`config.mk`:
```
export PLATFORM = sky130hd
export DESIGN_NAME = joypad_matrix_register
export DESIGN_NICKNAME = d
export VERILOG_FILES = /design/src/hdl/jmr_pkg.sv /design/src/hdl/jmr_core.sv /design/src/hdl/joypad_matrix_register.sv
export SDC_FILE = /design/constraint.sdc
export NUM_CORES = 1
export LEC_CHECK = 0
export BUFFER_PORTS_ARGS = -buffer_cell sky130_fd_sc_hd__buf_2
export CORE_MARGIN = 2
export CORE_UTILIZATION = 52
export CTS_BUF_LIST = sky130_fd_sc_hd__clkbuf_8 sky130_fd_sc_hd__clkbuf_16
export CTS_CLUSTER_SIZE = 25
export DETAILED_ROUTE_END_ITERATION = 7
export PLACE_DENSITY_LB_ADDON = 0.25
export REMOVE_ABC_BUFFERS = 1
export SLEW_MARGIN = 20
export SYNTH_ARGS = -nofsm -noshare
export SYNTH_HDL_FRONTEND = slang
export SYNTH_SLANG_ARGS = --single-unit
```
`constraint.sdc`:
```
create_clock -name clk -period 4.45 [get_ports clk]
set_clock_uncertainty 0.1 [all_clocks]
set_input_delay 0.6675 -clock clk [delete_from_list [all_inputs] [get_ports clk]]
set_output_delay 0.6675 -clock clk [all_outputs]
set_load 0.05 [all_outputs]
```
`src/hdl/jmr_pkg.sv`:
```
package jmr_pkg;

    // Width of the tick distance counter
    localparam int CNT_W = 32;
    // Width of the sample interval register
    localparam int CFG_W = 16;
    localparam logic [CFG_W-1:0] INTERVAL_RST = CFG_W'(10000);

    localparam logic [7:0] BUTTONS_RST = 8'hFF;
    localparam logic [3:0] NIBBLE_ONES = 4'hF;
    localparam logic [1:0] READ_HIGH   = 2'b11;

    // Stream widths
    localparam int IN_DATA_W  = 16;
    localparam int IN_USER_W  = 2;
    localparam int OUT_DATA_W = 16;

    typedef enum logic [1:0] {
        FUNC_READ  = 2'd0,
        FUNC_WRITE = 2'd1,
        FUNC_KEY   = 2'd2,
        FUNC_TICK  = 2'd3
    } func_t;

    typedef struct packed {
        func_t      func;
        logic [7:0] write_data;
        logic [2:0] button;
        logic       pressed;
    } item_t;

    typedef struct packed {
        logic [7:0] read_data;
        logic       irq;
    } result_t;

endpackage

```
`src/hdl/jmr_core.sv`:
```
module jmr_core (
    input  logic                     clk,
    input  logic                     rst_n,
    input  logic                     cfg_we,
    input  logic [jmr_pkg::CFG_W-1:0] cfg_wdata,
    input  logic                     en,
    input  jmr_pkg::item_t           item,
    output jmr_pkg::result_t         res
);
    import jmr_pkg::*;

    logic [7:0]       live_reg,     live_next;
    logic [7:0]       snap_reg,     snap_next;
    logic [1:0]       sel_reg,      sel_next;
    logic [3:0]       nib_reg,      nib_next;
    logic [CNT_W-1:0] elapsed_reg,  elapsed_next;
    logic             all_high_reg, all_high_next;
    logic [CFG_W-1:0] interval_reg;

    logic [CNT_W-1:0] elapsed_tick;
    logic [CNT_W-1:0] elapsed_use;
    logic [1:0]       sel_use;
    logic             refresh;
    logic [7:0]       snap_use;
    logic [3:0]       nib_new;
    logic             all_high_new;
    logic [7:0]       key_mask;

    // Ticks since last snapshot, advanced by one on a tick beat
    assign elapsed_tick = elapsed_reg + {{(CNT_W-1){1'b0}}, 1'b1};
    assign elapsed_use  = (item.func == FUNC_TICK) ? elapsed_tick : elapsed_reg;
    assign sel_use      = (item.func == FUNC_WRITE) ? item.write_data[5:4] : sel_reg;

    // Recompute: optional snapshot refresh, then rebuild nibble from selected rows
    assign refresh  = (elapsed_use >= CNT_W'(interval_reg));
    assign snap_use = refresh ? live_reg : snap_reg;

    always_comb
    begin
        nib_new = NIBBLE_ONES;
        if (!sel_use[1])
            nib_new = snap_use[7:4];
        if (!sel_use[0])
            nib_new = nib_new & snap_use[3:0];
    end

    assign all_high_new = (nib_new == NIBBLE_ONES);
    assign key_mask     = 8'(1) << item.button;

    // Next state and result for the beat in the input stage
    always_comb
    begin
        live_next     = live_reg;
        snap_next     = snap_reg;
        sel_next      = sel_reg;
        nib_next      = nib_reg;
        elapsed_next  = elapsed_reg;
        all_high_next = all_high_reg;
        res.read_data = 8'd0;
        res.irq       = 1'b0;
        unique case (item.func) inside
            FUNC_READ:
            begin
                snap_next     = live_reg;
                elapsed_next  = '0;
                res.read_data = {READ_HIGH, sel_reg, nib_reg};
            end
            FUNC_KEY:
            begin
                if (item.pressed)
                    live_next = live_reg & ~key_mask;
                else
                    live_next = live_reg | key_mask;
            end
            FUNC_WRITE, FUNC_TICK:
            begin
                snap_next     = snap_use;
                elapsed_next  = refresh ? '0 : elapsed_use;
                sel_next      = sel_use;
                nib_next      = nib_new;
                all_high_next = all_high_new;
                res.irq       = !all_high_new && all_high_reg;
            end
            default:
            begin
                live_next = live_reg;
            end
        endcase
    end

    // State registers, updated only when a beat leaves the input stage
    always_ff @(posedge clk or negedge rst_n)
    begin
        if (!rst_n)
        begin
            live_reg     <= BUTTONS_RST;
            snap_reg     <= BUTTONS_RST;
            sel_reg      <= 2'b00;
            nib_reg      <= NIBBLE_ONES;
            elapsed_reg  <= '0;
            all_high_reg <= 1'b0;
        end
        else if (en)
        begin
            live_reg     <= live_next;
            snap_reg     <= snap_next;
            sel_reg      <= sel_next;
            nib_reg      <= nib_next;
            elapsed_reg  <= elapsed_next;
            all_high_reg <= all_high_next;
        end
    end

    // Sample interval register
    always_ff @(posedge clk or negedge rst_n)
    begin
        if (!rst_n)
            interval_reg <= INTERVAL_RST;
        else if (cfg_we)
            interval_reg <= cfg_wdata;
    end

endmodule

```
`src/hdl/joypad_matrix_register.sv`:
```
// Joypad matrix register: eight active-low buttons read through two row
// selects and a four-bit nibble. Each input beat carries an operation in
// s_axis_tuser (read, write, key change, tick) and yields exactly one output
// beat (read_data, irq). A beat is registered in an input stage, processed by
// one pass of combinational logic into the output register, so one beat is
// taken every clock cycle while the output side keeps up; an accepted beat
// passes the input stage and then the output register before it is offered
// on the output side. The sample interval may only be written while no beat
// is in flight. There is no clearing pass after reset.
module joypad_matrix_register (
    input  logic                           clk,
    input  logic                           rst_n,
    input  logic                           cfg_we,
    input  logic [jmr_pkg::CFG_W-1:0]      cfg_wdata,       // sample_interval
    input  logic                           s_axis_tvalid,
    output logic                           s_axis_tready,
    input  logic [jmr_pkg::IN_DATA_W-1:0]  s_axis_tdata,    // write_data[7:0], button[10:8], pressed[11]
    input  logic [jmr_pkg::IN_USER_W-1:0]  s_axis_tuser,    // func[1:0]
    output logic                           m_axis_tvalid,
    input  logic                           m_axis_tready,
    output logic [jmr_pkg::OUT_DATA_W-1:0] m_axis_tdata     // read_data[7:0], irq[8]
);
    import jmr_pkg::*;

    logic    in_valid_reg, in_valid_next;
    item_t   in_item_reg,  in_item_next;
    logic    out_valid_reg, out_valid_next;
    result_t out_res_reg,  out_res_next;
    result_t core_res;
    logic    advance;
    logic    s_accept;
    item_t   s_item;

    assign s_item.func       = func_t'(s_axis_tuser);
    assign s_item.write_data = s_axis_tdata[7:0];
    assign s_item.button     = s_axis_tdata[10:8];
    assign s_item.pressed    = s_axis_tdata[11];

    // Input stage moves to the output register when that register is empty or its beat is being taken
    assign advance       = in_valid_reg && (!out_valid_reg || m_axis_tready);
    assign s_axis_tready = !in_valid_reg || advance;
    assign s_accept      = s_axis_tvalid && s_axis_tready;

    jmr_core u_core (
        .clk       (clk),
        .rst_n     (rst_n),
        .cfg_we    (cfg_we),
        .cfg_wdata (cfg_wdata),
        .en        (advance),
        .item      (in_item_reg),
        .res       (core_res)
    );

    // Stage control
    always_comb
    begin
        in_valid_next  = s_accept || (in_valid_reg && !advance);
        in_item_next   = s_accept ? s_item : in_item_reg;
        out_valid_next = advance || (out_valid_reg && !m_axis_tready);
        out_res_next   = advance ? core_res : out_res_reg;
    end

    always_ff @(posedge clk or negedge rst_n)
    begin
        if (!rst_n)
        begin
            in_valid_reg  <= 1'b0;
            out_valid_reg <= 1'b0;
        end
        else
        begin
            in_valid_reg  <= in_valid_next;
            out_valid_reg <= out_valid_next;
        end
    end

    // Payload registers
    always_ff @(posedge clk)
    begin
        in_item_reg <= in_item_next;
        out_res_reg <= out_res_next;
    end

    assign m_axis_tvalid = out_valid_reg;
    assign m_axis_tdata  = {{(OUT_DATA_W-9){1'b0}}, out_res_reg.irq, out_res_reg.read_data};

endmodule

```
; ---- Yosys cells after proc, flatten, opt, wreduce, memory -nomap -nowiden
; Index checks and enable logic that the tools add are counted.
[word_totals]
regBits = 94
input_bits = 39
[classes]
n_addsub = 1
n_lt_le_gt_ge = 1
eq_ne = 4
shifts = 1
n_mux = 10
n_bitwise = 4
n_reduce_logical = 20
[op_table]
columns = cell, count
row1 = 32-bit two-way mux, 2
row2 = 32-bit one-hot mux with 2 select lines, 1
row3 = "32-bit by 1-bit adder with 32-bit output, second input constant", 1
row4 = 32-bit by 16-bit >= comparator with 1-bit output, 1
row5 = 8-bit two-way mux, 3
row6 = 8-bit one-hot mux with 2 select lines, 1
row7 = 8-bit AND, 1
row8 = 4-bit two-way mux, 2
row9 = 8-bit inverter, 1
row10 = 8-bit bitwise OR, 1
row11 = "1-bit by 3-bit << shifter with 8-bit output, first input constant", 1
row12 = 2-bit AND reduction, 3
row13 = 1-bit logical AND, 5
row14 = 1-bit zero test, 5
row15 = 4-bit AND, 1
row16 = "2-bit equality test, second input constant", 2
row17 = "4-bit equality test, second input constant", 1
row18 = 1-bit logical OR, 4
row19 = "2-bit by 1-bit equality test with 1-bit output, second input constant", 1
row20 = 2-bit zero test, 1
row21 = 2-bit two-way mux, 1
row22 = 2-bit nonzero test, 1
row23 = 2-bit OR reduction, 1

; ---- Depth between registers and ports, before layout
; Gate-level depths: netlist of run 1.
[depth]
ltp_word = 10
mapped_depth = 15

; ---- Hierarchy
; From an unflattened synthesis of run 1, not the netlist that was laid out.
[unflattened]
hier_cells = 441
hier_area_um2 = 4834.6
[modules_own_cells]
columns = module, n_inst, cells_per_inst, area_per_inst_um2, seq_area_each_um2
row1 = jmr_core, 1, 402, 3983.8, 1808.0
row2 = joypad_matrix_register, 1, 39, 850.8, 740.7

; ---- Worst setup path after synthesis of run 1
; Ideal clock, no wire load.
[synth_path]
path_type = register -> register
start = register u_core.elapsed_reg[0]
end = register u_core.snap_reg[0]
setup_ps = 82
t_arrival_ps = 3525
required_time_ps = 4268
slack_ps = 743
stages_incl_launch_ff = 15
cell_sequence = dfrtp_1 > ha_1 > nand3_2 > or4_1 > buf_4 > nand2b_1 > xnor2_1 > ha_1 > a21o_1 > a221o_1 > nor3_1 > nand4_4 > o21ba_1 > buf_6 > mux2_4
[synth_between]
elab_chain_len = 5
[synth_lines]
columns = element, line_no
row1 = start: declaration, jmr_core.sv:16  ; logic [CNT_W-1:0] elapsed_reg, elapsed_next;
row2 = start signal: assignment, jmr_core.sv:109  ; elapsed_reg <= elapsed_next;
row3 = 32-bit by 1-bit adder with 32-bit output, jmr_core.sv:30  ; assign elapsed_tick = elapsed_reg + {{(CNT_W-1){1'b0}}, 1'b1};
row4 = 32-bit two-way mux (*), jmr_core.sv:31  ; assign elapsed_use = (item.func == FUNC_TICK) ? elapsed_tick : elapsed_reg;
row5 = 32-bit by 16-bit >= comparator with 1-bit output (*), jmr_core.sv:35  ; assign refresh = (elapsed_use >= CNT_W'(interval_reg));
row6 = 8-bit two-way mux (*), jmr_core.sv:36  ; assign snap_use = refresh ? live_reg : snap_reg;
row7 = 8-bit one-hot mux with 2 select lines (*), jmr_core.sv:61  ; unique case (item.func) inside
row8 = end signal: assignment, jmr_core.sv:106  ; snap_reg <= snap_next;
row9 = end: declaration, jmr_core.sv:13  ; logic [7:0] snap_reg, snap_next;
; Mark *: on every way between the ends. The rest lies on a longest branch, timed or not.
; A chain may end at the register's enable or synchronous reset.

; ---- Worst setup path after layout of run 1
[layout_path]
start = register u_core.elapsed_reg[0]
end = register u_core.snap_reg[3]
; The elaborated chain is that of the path after synthesis.

==> out/results.txt, run 1 <==
The part of the total power dissipated in sequential elements was 0.538; the cell area after technology mapping was 4510 um^2. Yosys printed 0 warnings. The worst max-slew margin expressed relative to the limit is 0.368, and the mean number of vias per cell is 5.46.

The share of the synthesized area in the top cell type came out at 0.267. For the pin with the worst max-slew slack, the measured transition is 0.948 ns. The share of flip-flops with an asynchronous set or reset after synthesis came out at 0.820. The number of setup buffers added after CTS is 0, and the deepest level of the CTS H-tree is 3. In this run the power spent charging and discharging nets is 556 uW. Detailed routing inserted a total of 3102 vias.

The diode insertion count for antenna repair came out at 0. The class of the tightest hold or removal check is input pin to asynchronous set/reset pin. The number of register bits inferred by synthesis is 89, and the initial antenna violation count is 0. Detailed-placement wirelength estimate: 5.97 mm. The clock latency at the later pin of the worst-skew pair is 0.35 ns, and the average size of a mapped cell is 10.8 um^2. The final clock period utilization by the worst path is 0.913.

The run gives 4 as the number of iterations in the first detailed-routing pass. The cell sitting at the root of the clock tree is a clkbuf_8. The setup-violating endpoint count in the final report was 0. Initial standard-cell utilization of the core: 0.543.

Data on the critical path is required at its endpoint by 4.64 ns. The utilization after layout is 0.601, and the worst-path maximum fanout is 8. The type of the setup path with the least slack is flop to flop. Pin placement for this block handled 57 I/O pins.

Compared with the post-synthesis result, the final layout area differs by 10.7%. The count of flip-flops with a built-in enable after synthesis was 16; the final non-filler cell total was 568. Entering global routing, the biggest net connects 44 pins. In this run the static leakage power is 2.28 nW. The clock edge transition at the registers on the reported setup and hold paths works out to 0.09 ns.

The flow ran to the end, and the final reports show no timing, DRC or antenna violations. The run gives 0 as the remaining design rule violation count. The tools report the global-route congestion overflow total as 0. The total of max-cap violations came out at 0.

Timing would allow up to 246 MHz. In this run, distinct cell masters in the synthesized netlist total 53. The logs give 0 for the remaining number of nets flagged by the antenna check after routing and 0 for the final max-slew violation count. The number of filler instances in the final layout was 716. Share of total power in combinational logic: 0.177.

For the overall global routing resource usage, the log shows 0.186. Count of hold-fix buffers inserted at cts: 0. Measured along the y axis, the die boundary spans 97.1 um.

STA classifies the critical path endpoint as a flop. The most used flip-flop cell after synthesis was dfrtp_1. Cell internal power was estimated by the tool at 1.41 mW. The first global-routing pass estimated 14.4 mm of wire. Number of buffers inserted by port buffering: 39. The run gives 514 as the number of nets at the end of the flow.

The clock power share was 0.286; the power per standard cell area was 395 nW/um^2. In the post-synthesis netlist, the biggest area contributors are dfrtp_1 (27%), dfstp_2 (15%), edfxtp_1 (11%), ha_1 (4.7%), and2_1 (3.3%). The area of the core came out at 8300 um^2.

TritonCTS built the clock tree. Gates resized during post-CTS repair numbered 0. Counting tap cells, the placed design contains a total of 552 instances.

Counting along the longest clock path gives a buffer depth of 2. At the worst endpoint, the arrival time is 4.25 ns. The final RePlAce weighted congestion is 0.834. Setup repair after global routing left no endpoint under its margin.

The peak supply drop is 255 uV. The flip-flop count of the largest register, all copies and words added was 32. Hold is met by 0.350 ns. After the first detailed-routing iteration, the DRC count stood at 135.

The tools report the via count of the first global-routing pass as 3070. In the final routed layout, each cell accounts on average for 14.3 um. For the finished layout, the period the worst path requires is 4.06 ns.

The width of the chip came out at 97.1 um. The tools report the clock sink count as 89. Switching share of power: 0.282. The number of hold-slack violations in the final timing report is 0. The fraction of the yosys area taken by sequential cells is 0.519, and the number of buffers created by CTS is 9. The worst setup path is launched from a flop. The share of layout cells above drive strength 1 was 0.244. Synthesis handed over a netlist of 417 instances. The aggregate negative setup slack came out at 0 ns.

The post-synthesis cell type with the largest combined area is dfrtp_1. The die covers 9430 um^2. For this block, the routed nets add up to 8.11 mm of wire. Row generation in the floorplan step produced 33 rows.
cell families after synthesis:
group           share of synthesized area
fa+ha+maj                          0.0472
other cells                      0.000832
mux                                0.0533
compound gates                      0.113
simple gates                        0.186
xor+xnor                           0.0389
buf+inv                            0.0419
flops                               0.519
routing by layer:
metal	global-route usage	vias to the layer above	wire, um
met1	0.262	1493	3920
li1	-	1549	-
met5	0	-	0
met3	0.0374	9	286
met2	0.294	51	3810
met4	0.0553	0	86
cells in the final DEF (no fill, tap or decap), types with 10 or more instances in the layout:
master,n
a21oi_1,17
a22o_1,15
and2_1,24
buf_2,39
dfrtp_1,48
dfstp_2,25
edfxtp_1,16
ha_1,17
inv_1,18
nand2_1,35
nand4_1,10
nor2_1,33
o21ai_0,19
xor2_1,11
cell type report:
cell class	count	area, um^2	area share
inverters	18	67.6	0.0135
repair buffers	45	240	0.0482
clock buffers	11	174	0.0349
well taps	105	131	0.0263
multi-input cells	295	2000	0.401
flip-flops and latches	89	2340	0.469
clock inverters	5	33.8	0.00677
worst paths after layout:
| kind | slack, ns | to | cells past startpoint | startpoint |
|---|---|---|---|---|
| worst max-delay path | 0.39 | u_core.snap_reg[3] | 13 | u_core.elapsed_reg[0] |
| worst min-delay path | 0.35 | u_core.interval_reg[12] | 1 | rst_n |
| worst max register to register | 0.39 | u_core.snap_reg[3] | 13 | u_core.elapsed_reg[0] |
| min in group clk | 0.38 | in_item_reg[9] | 1 | s_axis_tdata[5] |
| max in group asynchronous | 2.91 | asynchronous set/reset pin | 2 | rst_n |
| worst min register to register | 0.41 | u_core.nib_reg[3] | 2 | u_core.nib_reg[3] |
cell usage after synthesis, drive strengths merged (3+ instances only):
cell type	instances
a21o	3
a21oi	18
a22o	15
a311oi	3
and2	24
and3	8
buf	12
clkbuf	9
dfrtp	48
dfstp	25
edfxtp	16
ha	17
inv	18
mux2	16
mux2i	3
nand2	35
nand2b	8
nand3	10
nand4	11
nor2	36
nor3	9
nor4	5
o21ai	19
o22ai	9
xnor2	9
xor2	11
through the flow:
step	cell area [um^2]	worst slack, ns	power, mW
final	4990	0.388	1.97
after detailed placement	4780	0.406	1.42
after CTS	4990	0.372	1.99
after global routing	4990	0.212	2.08
after floorplan	4410	0.636	1.32
after global placement	4780	0.504	1.41
worst max-delay path, cell delays in order, from the launching register on:
cell	delay [ns]
dfrtp_1	0.43
ha_1	0.22
nand3_2	0.15
or4_1	0.63
nand2b_1	0.19
xnor2_1	0.23
ha_1	0.29
nand4_1	0.13
nor3_1	0.08
a221o_1	0.34
nor3_1	0.33
nand4_4	0.14
o21ba_1	0.36
mux2_4	0.36
power by group through the flow:
stage               registers [mW]  clock network [mW]  logic [mW]
global placement              1.07                   0       0.340
global route                  1.07               0.615       0.389
detailed placement            1.07                   0       0.349
finish                        1.06               0.563       0.348
CTS                           1.06               0.581       0.351
floorplan                     1.08                   0       0.236
(Power assumes the default switching activity.)
==> run 2, diff against run 1 <==
CORE_MARGIN = 4   (was 2)
==> run 2 against run 1 <==
Compared with the run above: sequential cell count unchanged; clock power down 15%; hold slack got worse by 0.056 ns; global-route usage decreased by 0.87 points; die area is 8.4% higher; via count shrank 1.4%; total power shrank 4.1%; combinational power hardly changed; sequential power about the same; critical path type unchanged.
==> out/results.txt, run 2 (synthesized netlist as in run 1, its figures left out) <==
The number of hold buffers added after CTS was 0. For the via count of the first global-routing pass, the log shows 2940. The part of the total power dissipated in sequential elements came out at 0.561. The tools report the detailed-placement wirelength estimate as 6.10 mm. The tightest min-delay check is of the input pin to asynchronous set/reset pin type. The detailed-route wire length per cell was 14.6 um; the clock edge transition at the registers on the reported setup and hold paths was 0.08 ns. The clock power share is 0.254, and the arrival time reported for the critical path endpoint is 4.17 ns. The switching share of power is 0.283. The cell area after placement was 4780 um^2.

Once detail routing completed, the nets flagged for antenna violations numbered 0. Power spread over the standard cell area amounts to 382 nW/um^2. TritonCTS built the clock tree. From left edge to right edge, the die measures 101 um.

The final max-slew violation count is 0. Setup violations remaining at the end of the flow were counted as 0. The share of total power in combinational logic is 0.185, and the worst-path maximum fanout is 8. The initial antenna violation count was 0; the diode insertion count for antenna repair was 0. Final RePlAce weighted congestion: 0.804. The clock tree root buffer cell is clkbuf_8. Summing over every cut layer, the via total after detailed routing is 3060. The slowest library cell on the worst path is or4_1. The final layout contains 514 nets. In the routed design, unresolved DRC markers number 0. The run gives 0.466 as the worst max-slew margin expressed relative to the limit. The tools report the number of setup buffers added after CTS as 0. Before antenna repair, the detailed router went through 4 iterations. After floorplanning, the core was divided into 33 placement rows.

The logs give 57 for the count of pins on the block boundary and 38 for the pin count of the biggest net entering global routing. Summed over all cells, the static leakage comes to 2.28 nW. The final instance area is 4940 um^2.

The critical path is of the flop to flop type. Internal power summed over all cells: 1.35 mW. Across all register-to-register paths, the minimum setup slack is 0.45 ns. Compared with the post-synthesis result, the final layout area differs by 9.72%. The post-placement cell count is 552. Area of the core: 8340 um^2. The tools report the final non-filler cell total as 568. The tools report the startpoint type of the worst setup path as a flop. The total of max-cap violations is 0. The tools report the critical path capture point type as a flop.

The tools report the aggregate negative setup slack as 0 ns. The final critical path time including I/O delays and setup was 4.00 ns; the mean number of vias per cell was 5.39. The post-detailed-routing wire length was 8.29 mm.

The critical path contains buffers and inverters numbering 0 combined. The library cells used most frequently in the layout, excluding fill and tap cells, are dfrtp_1 (48), buf_2 (39), nand2_1 (35). Setup repair after global routing left no endpoint under its margin. The flip-flop count of the largest register, all copies and words added is 32, and the peak supply drop is 200 uV. Port buffering added 39 buffers. Derived from the worst setup path, the maximum achievable clock frequency is 250 MHz.

The number of hold-slack violations in the final timing report was 0. The largest stage delay on the critical path was 0.61 ns. The height of the chip is 101 um. The library cell used most frequently in the layout, excluding fill and tap cells, is dfrtp_1.

The transition at the pin with the smallest max-transition slack was 0.801 ns. The analysis attributes to net switching a power of 535 uW. After the first detailed-routing iteration, the DRC count stood at 156. In this run, CTS created clock tree buffers numbering 9. Deepest level of the CTS H-tree: 3. Walking the worst path, the cells encountered are ha_1, nand3_2, or4_1, nand2b_1, xnor2_1, ha_1, nand4_1, nor3_1, a221o_1, nor3_1, nand4_4, o21ba_1, mux2_4. The share of layout cells above drive strength 1 works out to 0.238. The run finished with clean final reports. STA puts the critical path data required time at 4.62 ns. For the worst-case hold slack, the log shows 0.294 ns. The first global-routing pass estimated 14.5 mm of wire. Clock latency at the later pin of the worst-skew pair: 0.35 ns.

In this design, the largest share of critical-path delay is due to simple AND/OR/NAND/NOR gates. Final clock period utilization by the worst path: 0.899. The global-route congestion overflow total is 0, and the clock tree buffer depth is 2. The logs give 0 for the post-cts resize count and 0.178 for the overall global routing resource usage. The initial standard-cell utilization of the core came out at 0.540. Clock sink count: 89. The floorplan step defined a die boundary enclosing 10200 um^2.
-- run 2: worst reg2reg max path, cell delays in order, from the launching register on --
cell      delay, ns
dfrtp_1        0.42
ha_1           0.21
nand3_2        0.13
or4_1          0.61
nand2b_1       0.19
xnor2_1        0.22
ha_1           0.29
nand4_1        0.13
nor3_1         0.08
a221o_1        0.34
nor3_1         0.33
nand4_4        0.14
o21ba_1        0.37
mux2_4         0.37
-- run 2: final timing paths --
path | to | startpoint | cells past startpoint
setup reg to reg | u_core.snap_reg[2] | u_core.elapsed_reg[0] | 13
setup / recovery | u_core.snap_reg[2] | u_core.elapsed_reg[0] | 13
max in group asynchronous | u_core.snap_reg[0] | rst_n | 2
min in group clk | in_item_reg[12] | s_axis_tuser[0] | 1
hold reg to reg | u_core.nib_reg[0] | u_core.nib_reg[0] | 2
hold / removal | u_core.interval_reg[14] | rst_n | 1
-- run 2: cell type report --
cell class / instances / area (um^2)
fillers: 733 / 3400
flip-flops and latches: 89 / 2340
multi-input cells: 295 / 2000
repair buffers: 45 / 240
clock buffers: 10 / 138
well taps: 105 / 131
inverters: 18 / 67.6
clock inverters: 6 / 27.5
-- run 2: through the flow --
step	util	power [mW]	setup slack [ns]
global placement	0.573	1.41	0.486
finish	0.593	1.89	0.451
floorplan	-	1.32	0.636
CTS	0.593	1.91	0.428
global route	0.593	2.00	0.178
detailed placement	0.573	1.43	0.461
-- run 2: power groups by stage --
stage | combinational [mW] | sequential [mW] | clock (mW)
final | 0.350 | 1.06 | 0.480
after CTS | 0.353 | 1.06 | 0.498
after global placement | 0.341 | 1.07 | 0
after floorplan | 0.236 | 1.08 | 0
after global routing | 0.394 | 1.07 | 0.531
after detailed placement | 0.351 | 1.08 | 0
-- run 2: routing by layer --
metal / global-route usage / share of wire
met1: 0.252 / 0.48
met4: 0.0644 / 0.010
met5: 0 / 0
met2: 0.274 / 0.48
met3: 0.0304 / 0.036
==> run 3, diff against run 2 <==
ABC_CLOCK_PERIOD_IN_PS = 4450   (was not set)
REMOVE_ABC_BUFFERS = not set   (was 1)
==> run 3 against run 2 <==
Compared with the run above: die area is the same; global-route usage grew 0.63 points; fmax shrank 2.6%; first-iteration DRC count grew 12%; non-clock buffer count is the same; critical path type unchanged; total power grew 9.5%; sequential share of layout area shrank 0.65 points.
==> out/results.txt, run 3 (synthesized netlist as in run 1, its figures left out) <==
Entering global routing, the biggest net connects 50 pins. For the standby leakage power, the log shows 2.29 nW. For the final routed database, the setup TNS stands at 0 ns. At the end of routability-driven placement, the weighted congestion stood at 0.828. The width of the chip came out at 101 um. Critical path capture point type: a flop. The share of layout cells above drive strength 1 was 0.240; the power per standard cell area was 413 nW/um^2.

After the last flow step, the layout net total stands at 514. In this design, the largest share of critical-path delay is due to simple AND/OR/NAND/NOR gates. For the via count of the first global-routing pass, the log shows 3129. Final max-slew violation count: 0. For the setup-violating endpoint count in the final report, the log shows 0. The clock tree root buffer cell is clkbuf_8. The cell area after placement is 4780 um^2.

The critical path goes through ha_1, nand3_2, or4_1, nand2b_1, xnor2_1, ha_1, nand4_1, nor3_1, a221o_1, nor3_1, nand4_4, o21ba_1, mux2_4. The path class of the tightest hold or removal check is input pin to asynchronous set/reset pin. The number of design-rule violations left by the first detailed-router iteration was 174; the number of gates on the worst path with buffers counted was 13.

Counting both buffers and inverters, the worst setup path holds a total of 0. The height of the chip is 101 um. The worst max-slew margin expressed relative to the limit is 0.595, and the post-placement cell count is 552. The run finished with clean final reports. The setup path with the least slack is of type flop to flop. The initial standard-cell utilization of the core is 0.540, and the diode insertion count for antenna repair is 0. The arrival time reported for the critical path endpoint was 4.29 ns; the top achievable clock speed was 244 MHz.

The final clock period utilization by the worst path is 0.923, and the global-route wire length before repair is 14.8 mm. Post-CTS timing repair inserted 0 buffers for setup. The final layout contains routed wiring with a total length of 8.77 mm. The number of hold-slack violations in the final timing report is 0, and the final non-filler cell total is 568.

The logs give 0.343 ns for the final worst setup slack and 57 for the count of pins on the block boundary. Summed over all layers, the global routing overflow is 0. The library cells used most frequently in the layout, excluding fill and tap cells, are dfrtp_1 (48), buf_2 (39), nand2_1 (35). The region available for standard cell placement spans 8340 um^2. Setup repair after global routing left no endpoint under its margin. The logs give 4.63 ns for the required time at the endpoint of the critical path and 89 for the clock sink count. The via count was 3093. Across the run, the number of max-cap violations was 0.

Prior to clock tree synthesis, the placed netlist has a worst setup slack of 0.357 ns. The mean number of vias per cell is 5.45, and the cell depth of the worst flop-to-flop path is 13. TritonCTS built the clock tree.

The detailed-route wire length per cell is 15.4 um, and the number of buffers inserted by port buffering is 39. The slowest stage of the critical path belongs to the cell or4_1. The floorplan row count came out at 33.

The worst-path maximum fanout was 8. The library cell used most frequently in the layout, excluding fill and tap cells, is dfrtp_1. The die covers 10200 um^2. The register with the most flip-flops in the layout has 32 of them. Clock-pin slew was measured on the worst setup and hold paths at 0.09 ns. After layout, the minimum clock period comes to 4.11 ns. Startpoint type of the worst setup path: a flop. The later pin in the worst-skew pair is clocked with a latency of 0.35 ns. After filler insertion, the fill cell instance count of the layout stands at 669.

The remaining design rule violation count was 0. Once the clock tree was built, the resizer swapped 0 gates to a different size. The logs give 5010 um^2 for the final instance area and 6.28 mm for the detailed-placement wirelength estimate. The count of nets left with antenna violations once routing finished came out at 0. The logs give 9 for the number of buffers created by CTS and 0.184 for the overall global routing resource usage. For the count of hold-fix buffers inserted at cts, the log shows 0.

IR analysis of the VDD net gives a maximum drop of 282 uV. The H-tree generated during clock tree synthesis spans 3 levels. The clock passes through at most 2 buffers. At the pin with the least slew margin, the transition time is 0.607 ns.

In the final layout, flip-flops and latches occupy 2340 um^2. The initial antenna violation count is 0, and the area added between synthesis and finish is 11.2%. In the final layout, the multi-input gates occupy 2000 um^2. The run gives 4 as the number of iterations in the first detailed-routing pass.

For this run, the slowest stage of the critical path takes 0.63 ns.
[run 3: cell type report]
| type | count | share of cell area |
|---|---|---|
| tap | 105 | 0.0262 |
| clock buffer | 9 | 0.0247 |
| timing repair buffer | 45 | 0.0479 |
| clock inverter | 7 | 0.0220 |
| inverter | 18 | 0.0135 |
| sequential | 89 | 0.466 |
| multi-input combinational | 295 | 0.399 |
[run 3: routing by layer]
| metal | part of all wire | vias to the layer above | global-route usage | routed length, um |
|---|---|---|---|---|
| li1 | - | 1546 | - | - |
| met1 | 0.48 | 1477 | 0.259 | 4220 |
| met2 | 0.46 | 55 | 0.283 | 4070 |
| met3 | 0.039 | 15 | 0.0429 | 340 |
| met4 | 0.015 | 0 | 0.0552 | 132 |
| met5 | 0 | - | 0 | 0 |
[run 3: path summary, 6_finish.rpt]
path | start | endpoint | slack, ns
setup reg to reg | u_core.elapsed_reg[0] | u_core.snap_reg[7] | 0.34
hold reg to reg | u_core.nib_reg[2] | u_core.nib_reg[2] | 0.41
min in group clk | s_axis_tdata[8] | in_item_reg[1] | 0.39
setup / recovery | u_core.elapsed_reg[0] | u_core.snap_reg[7] | 0.34
max in group asynchronous | rst_n | u_core.elapsed_reg[17] | 3.04
hold / removal | rst_n | u_core.interval_reg[12] | 0.19
[run 3: metrics by stage]
stage / hold slack (ns) / power (mW) / util
after floorplan: 0.272 / 1.33 / -
after global placement: 0.387 / 1.41 / 0.573
final: 0.189 / 2.07 / 0.601
after CTS: 0.208 / 2.08 / 0.601
after global routing: 0.232 / 2.17 / 0.601
after detailed placement: 0.388 / 1.43 / 0.573
[run 3: where the power goes]
part | switching (mW) | total (mW) | internal, mW
sequential | 0.0702 | 1.06 | 0.990
combinational | 0.200 | 0.352 | 0.153
clock | 0.288 | 0.657 | 0.368
